<file path="config.mk">
export PLATFORM = sky130hd
export DESIGN_NAME = abms_ctrl
export DESIGN_NICKNAME = d
export VERILOG_FILES = /design/src/rtl/axi_burst_memory_slave_top_assert.svh /design/src/rtl/abms_pkg.sv /design/src/rtl/abms_ctrl.sv
export SDC_FILE = /design/constraint.sdc
export NUM_CORES = 1
export LEC_CHECK = 0
export ABC_AREA = 1
export BUFFER_PORTS_ARGS = -buffer_cell sky130_fd_sc_hd__buf_2
export CAP_MARGIN = 40
export CORE_AREA = 2 2 39 41
export CTS_BUF_LIST = sky130_fd_sc_hd__clkbuf_4 sky130_fd_sc_hd__clkbuf_8
export CTS_CLUSTER_SIZE = 8
export DETAILED_ROUTE_END_ITERATION = 6
export DIE_AREA = 0 0 41 43
export GPL_TIMING_DRIVEN = 0
export SYNTH_ARGS = -nofsm -noshare
export SYNTH_HDL_FRONTEND = slang
export SYNTH_SLANG_ARGS = --single-unit
export TNS_END_PERCENT = 10
</file>
<file path="constraint.sdc">
create_clock -name i_clk -period 1.2 [get_ports i_clk]
set_input_delay 0.06 -clock i_clk [delete_from_list [all_inputs] [get_ports i_clk]]
set_output_delay 0.06 -clock i_clk [all_outputs]
set_load 0.1 [all_outputs]
</file>
<file path="src/rtl/axi_burst_memory_slave_top_assert.svh">
// ----------------------------------------------------------------------------
// Assertion macros for the AXI burst memory slave top level.
// ----------------------------------------------------------------------------
`ifndef AXI_BURST_MEMORY_SLAVE_TOP_ASSERT_SVH
`define AXI_BURST_MEMORY_SLAVE_TOP_ASSERT_SVH

// Same-cycle implication, checked only outside reset.
`define ABMS_ASSERT_IMP(lbl, clk, rst_n, ante, cons) \
    lbl: assert property (@(posedge clk) disable iff (!rst_n) (ante) |-> (cons)) \
        else $error("abms: same-cycle check failed");

// Next-cycle implication, checked only outside reset.
`define ABMS_ASSERT_NXT(lbl, clk, rst_n, ante, cons) \
    lbl: assert property (@(posedge clk) disable iff (!rst_n) (ante) |=> (cons)) \
        else $error("abms: next-cycle check failed");

`endif

</file>
<file path="src/rtl/abms_pkg.sv">
// ----------------------------------------------------------------------------
// abms_pkg
// Shared types, constants and byte-lane helpers of the AXI burst memory slave.
// ----------------------------------------------------------------------------
`timescale 1ns / 1ps
`default_nettype none

package abms_pkg;

    // Memory depth in 64-bit words; must be a power of two so that byte
    // addresses wrap by dropping upper bits.
    localparam int MEM_WORDS = 4096;
    localparam int MEM_AW    = $clog2(MEM_WORDS);

    // Request sequencer states.
    typedef enum logic [1:0] {
        S_IDLE,
        S_READ,
        S_WRITE_LO,
        S_WRITE_HI
    } t_state;

    // Commands from the controller to the datapath.
    typedef struct packed {
        logic load;
        logic mem_rd;
        logic mem_wr_lo;
        logic mem_wr_hi;
        logic commit;
    } t_dp_cmd;

    // Data mask covering the 2^size low bytes of a beat.
    function automatic logic [63:0] f_size_mask(input logic [1:0] size);
        logic [63:0] mask;
        unique case (size)
            2'd0: mask = 64'h0000_0000_0000_00FF;
            2'd1: mask = 64'h0000_0000_0000_FFFF;
            2'd2: mask = 64'h0000_0000_FFFF_FFFF;
            2'd3: mask = 64'hFFFF_FFFF_FFFF_FFFF;
        endcase
        return mask;
    endfunction

    // Byte enables covering the 2^size low bytes of a beat.
    function automatic logic [7:0] f_byte_en(input logic [1:0] size);
        logic [7:0] be;
        unique case (size)
            2'd0: be = 8'h01;
            2'd1: be = 8'h03;
            2'd2: be = 8'h0F;
            2'd3: be = 8'hFF;
        endcase
        return be;
    endfunction

endpackage

`default_nettype wire

</file>
<file path="src/rtl/abms_ctrl.sv">
// ----------------------------------------------------------------------------
// abms_ctrl
// Request sequencer: accepts one request, steps the datapath through the
// memory read, two word writes and the state commit, then strobes done.
// ----------------------------------------------------------------------------
`timescale 1ns / 1ps
`default_nettype none

module abms_ctrl
    import abms_pkg::*;
(
    input  wire logic    i_clk,
    input  wire logic    i_rst_n,
    input  wire logic    i_start,
    output logic         o_busy,
    output logic         o_done,
    output t_dp_cmd      o_cmd
);

    t_state r_state;
    t_state n_state;
    logic   r_done;
    logic   n_done;

    // State and done strobe registers.
    always_ff @(posedge i_clk) begin
        if (!i_rst_n) begin
            r_state <= S_IDLE;
            r_done  <= 1'b0;
        end else begin
            r_state <= n_state;
            r_done  <= n_done;
        end
    end

    // Next-state logic.
    always_comb begin
        n_state = r_state;
        unique case (r_state)
            S_IDLE: begin
                if (i_start) begin
                    n_state = S_READ;
                end
            end
            S_READ:     n_state = S_WRITE_LO;
            S_WRITE_LO: n_state = S_WRITE_HI;
            S_WRITE_HI: n_state = S_IDLE;
        endcase
    end

    // Command outputs to the datapath.
    always_comb begin
        o_cmd  = '0;
        n_done = 1'b0;
        unique case (r_state)
            S_IDLE:     o_cmd.load      = i_start;
            S_READ:     o_cmd.mem_rd    = 1'b1;
            S_WRITE_LO: o_cmd.mem_wr_lo = 1'b1;
            S_WRITE_HI: begin
                o_cmd.mem_wr_hi = 1'b1;
                o_cmd.commit    = 1'b1;
                n_done          = 1'b1;
            end
        endcase
    end

    assign o_busy = (r_state != S_IDLE);
    assign o_done = r_done;

endmodule

`default_nettype wire

</file>
* Word level (Yosys, flattened, before mapping)
Cells that the tools add are included.
** Storage, ports and cells
- Register bits :: 3
- Input port bits :: 3
- Output and inout port bits :: 7
- Logic and storage cells :: 15
** Operators by class
- Equality and inequality tests :: 4
- Mux-type cells :: 7
- Reductions and logical operators :: 2
** Operator list (count)
- $pmux 2 s4 :: 1
- $eq 2x2->1 const B :: 2
- $mux 1 :: 4
- $mux 2 :: 2
- $eq 2x1->1 const B :: 1
- $logic_not 2->1 :: 1
- $ne 2x2->1 const B :: 1
- $reduce_bool 2->1 :: 1

* Longest topological paths before layout
- Depth in word-level cells :: 2
- Gate-level depth with buffers :: 6

* Worst setup path after synthesis
No wires, ideal clock.
- Path kind :: register to register
- Start point :: reg r_state[0]
- End point :: reg r_state[0]
- Library setup time :: 0.064 ns
- Data arrival time :: 1.510 ns
- Setup slack :: -0.374 ns
- Stages on the path, launching flop included :: 7
- Path buffers :: 0
- Clock period less this slack :: 1.574 ns
- Cell sequence :: dfxtp_1 > inv_1 > ha_1 > inv_1 > nand2_1 > nor2_1 > nor2_1
** Between the ends
- Longest elaborated chain between the ends :: 2
- Elaborated cells between the ends (all ways) :: 6
- Those cells by class :: eq/ne (4); mux (1); reduce/logical (1)
** RTL lines
- start: declaration :: RTL line abms_ctrl.sv:20 : t_state r_state;
- start signal: assignment :: RTL line abms_ctrl.sv:31 : r_state <= n_state;
- $eq 2x2->1, or another cell as far along :: RTL line abms_ctrl.sv:39 : unique case (r_state)
- $pmux 2 s4 or $ne 2x2->1 (tied branches)
Several ways; a longest one is shown, not always the timed one.
A chain may end at the register's enable or synchronous reset.

==> run metrics <==
status finished, final reports clean; share of layout cells above drive strength 1 0.630; actual slew at the worst max-slew pin 0.484 ns; final critical-path share of the clock period 0.996; worst skew pair latency 0.23 ns; wire per inst 6.90 microns; Die Ht 43 microns; total CTS buffers 3; synth top area cells ha_1 29%, dfxtp_1 28%, inv_1 12%; Core Footprint 1380 sq um; Fillers 144; post-synthesis average cell area 7.26 sq um; crit path kind flop to output port; row count 14; WL final 428 microns; Syn-to-layout area delta 107%; FF-to-FF path depth 6; Crit path required time 1.14 ns; Syn. warnings 0; Worst EP arrival 1.13 ns; Netlist cell types 9; sequential area share after synthesis 0.276; Multi-input gate area 148 sq um; register area 67.6 sq um; TritonRoute pass-1 iters 2; H-Tree Depth 1; CTS root buf clkbuf_4; Syn Nets 38; Fin. Hold Viols 0; dominant cell type by area after synthesis ha_1; setup violators final 0; RSZ-0062 raised after global routing true; design area 452 sq um; DRT antenna net count 0; io pins 10; hold path start i_rst_n; Relative slew margins 0.680; Hold Path Class input pin to flop; FF-to-FF End r_state[0]; Max Root-Sink Buffers 2; Cell Area, Placed 307 sq um; Post-Syn Instances 30; Max Freq 837 MHz; Remaining DRCs 0; Max Cap Violations 0; Hold Path End o_done; clk sinks 3; vias in the first global route 200; Seq cells post-synth 3; Buffers on Ports 9; GPL Wtd Cong 0.634; WHS Path Cells 3; Die W 41 microns; commonest non-fill, non-tap cell in the layout buf_4; critical path peak fanout 4; ANT cells 0; Initial Util 0.157; nets@finish 55; DR vias 225; CTS tree done; initial DRC count 3; # hold bufs at CTS 0; HPWL Detailed 320 microns; Die ar. 1760 sq um; share of the synthesized area in the top cell type 0.287; reg2reg start r_state[1]; GRT Overall Usage 0.0642; Mapped Area 218 sq um; worst clock skew 0.00358 ns; crit path time final 1.19 ns; grt total ovfl 0; initial antenna violation count 0; vias per cell 3.63; largest net degree at the start of global routing 5; Util after Layout 0.326; flop2flop setup slack 0.22 ns; Critical Path Source Type flop; pins over their slew limit 0; first-pass GRT wire length 690 microns; Worst setup EP type output port; clock-pin slew on the worst setup and hold paths 0.04 ns; most frequent cells in the layout 6 x buf_4, 4 x nor2_1, 4 x inv_1, 4 x nand2_1, 4 x clkbuf_4
==> how the worst max path moves through the flow <==
stage / from / to / slack (ns)
2_1_floorplan: r_state[1] / o_cmd[4] / -0.05
3_3_place_gp: r_state[0] / o_cmd[4] / -0.15
3_5_place_dp: r_state[0] / o_cmd[4] / -0.18
4_1_cts: r_state[1] / o_cmd[4] / -0.09
5_1_grt: r_state[0] / o_cmd[4] / -0.05
6_report: r_state[0] / o_cmd[4] / 0.005
==> sequential cells by signal (all words and copies together), names as in the netlist <==
register	count
o_done	1
r_state	2
==> critical path, stage by stage (launching register included) <==
cell and delay, ns:
dfxtp_4 0.36, inv_6 0.05, ha_4 0.17, nand2_4 0.06, clkinvlp_4 0.09, buf_12 0.17
==> timing repair <==
action / 4_1_cts / 5_1_grt
endpoints found under the hold margin: 0 / 0
resized for setup: 17 / 12
pin swaps: 0 / 2
setup buffers: 0 / 3
setup endpoints to repair: 6 / 6
==> cell usage after synthesis (all sizes together) <==
master	count
ha	5
dfxtp	3
inv	8
buf	2
nor2	5
nand2	5
nand3	2
==> cells by family (layout without fill, tap and decap cells) <==
logic type / count (synthesis) / in the layout / synth area share
flops: 3 / 3 / 0.276
fa+ha+maj: 5 / 5 / 0.287
simple gates: 12 / 12 / 0.230
buf+inv: 10 / 26 / 0.207
==> stage by stage <==
step                      TNS [ns]  hold WS (ns)  std cells  worst slack [ns]
final                            0        0.0446         62           0.00532
after global routing       -0.0974        0.0402         62           -0.0484
after CTS                  -0.0901        0.0427         59           -0.0901
after detailed placement    -0.229         0.277         55            -0.181
after global placement      -0.186         0.281         55            -0.155
after floorplan            -0.0470         0.153         30           -0.0470
==> per-layer routing <==
layer,wire length (microns),global-route usage,up-vias
met2,231,0.0969,5
met5,0,0,-
met1,168,0.0449,104
met4,0,0.0800,0
met3,28,0.0366,0
li1,-,-,116
==> final cells by class <==
class	instances	area share
sequential	3	0.150
clock buffer	4	0.0665
buffer	2	0.0332
multi-input combinational	17	0.327
timing repair buffer	12	0.283
inverter	8	0.0970
tap	16	0.0443
Power is not shown: default switching activity piles up to over one toggle a cycle in this logic, so the estimate is an artifact.
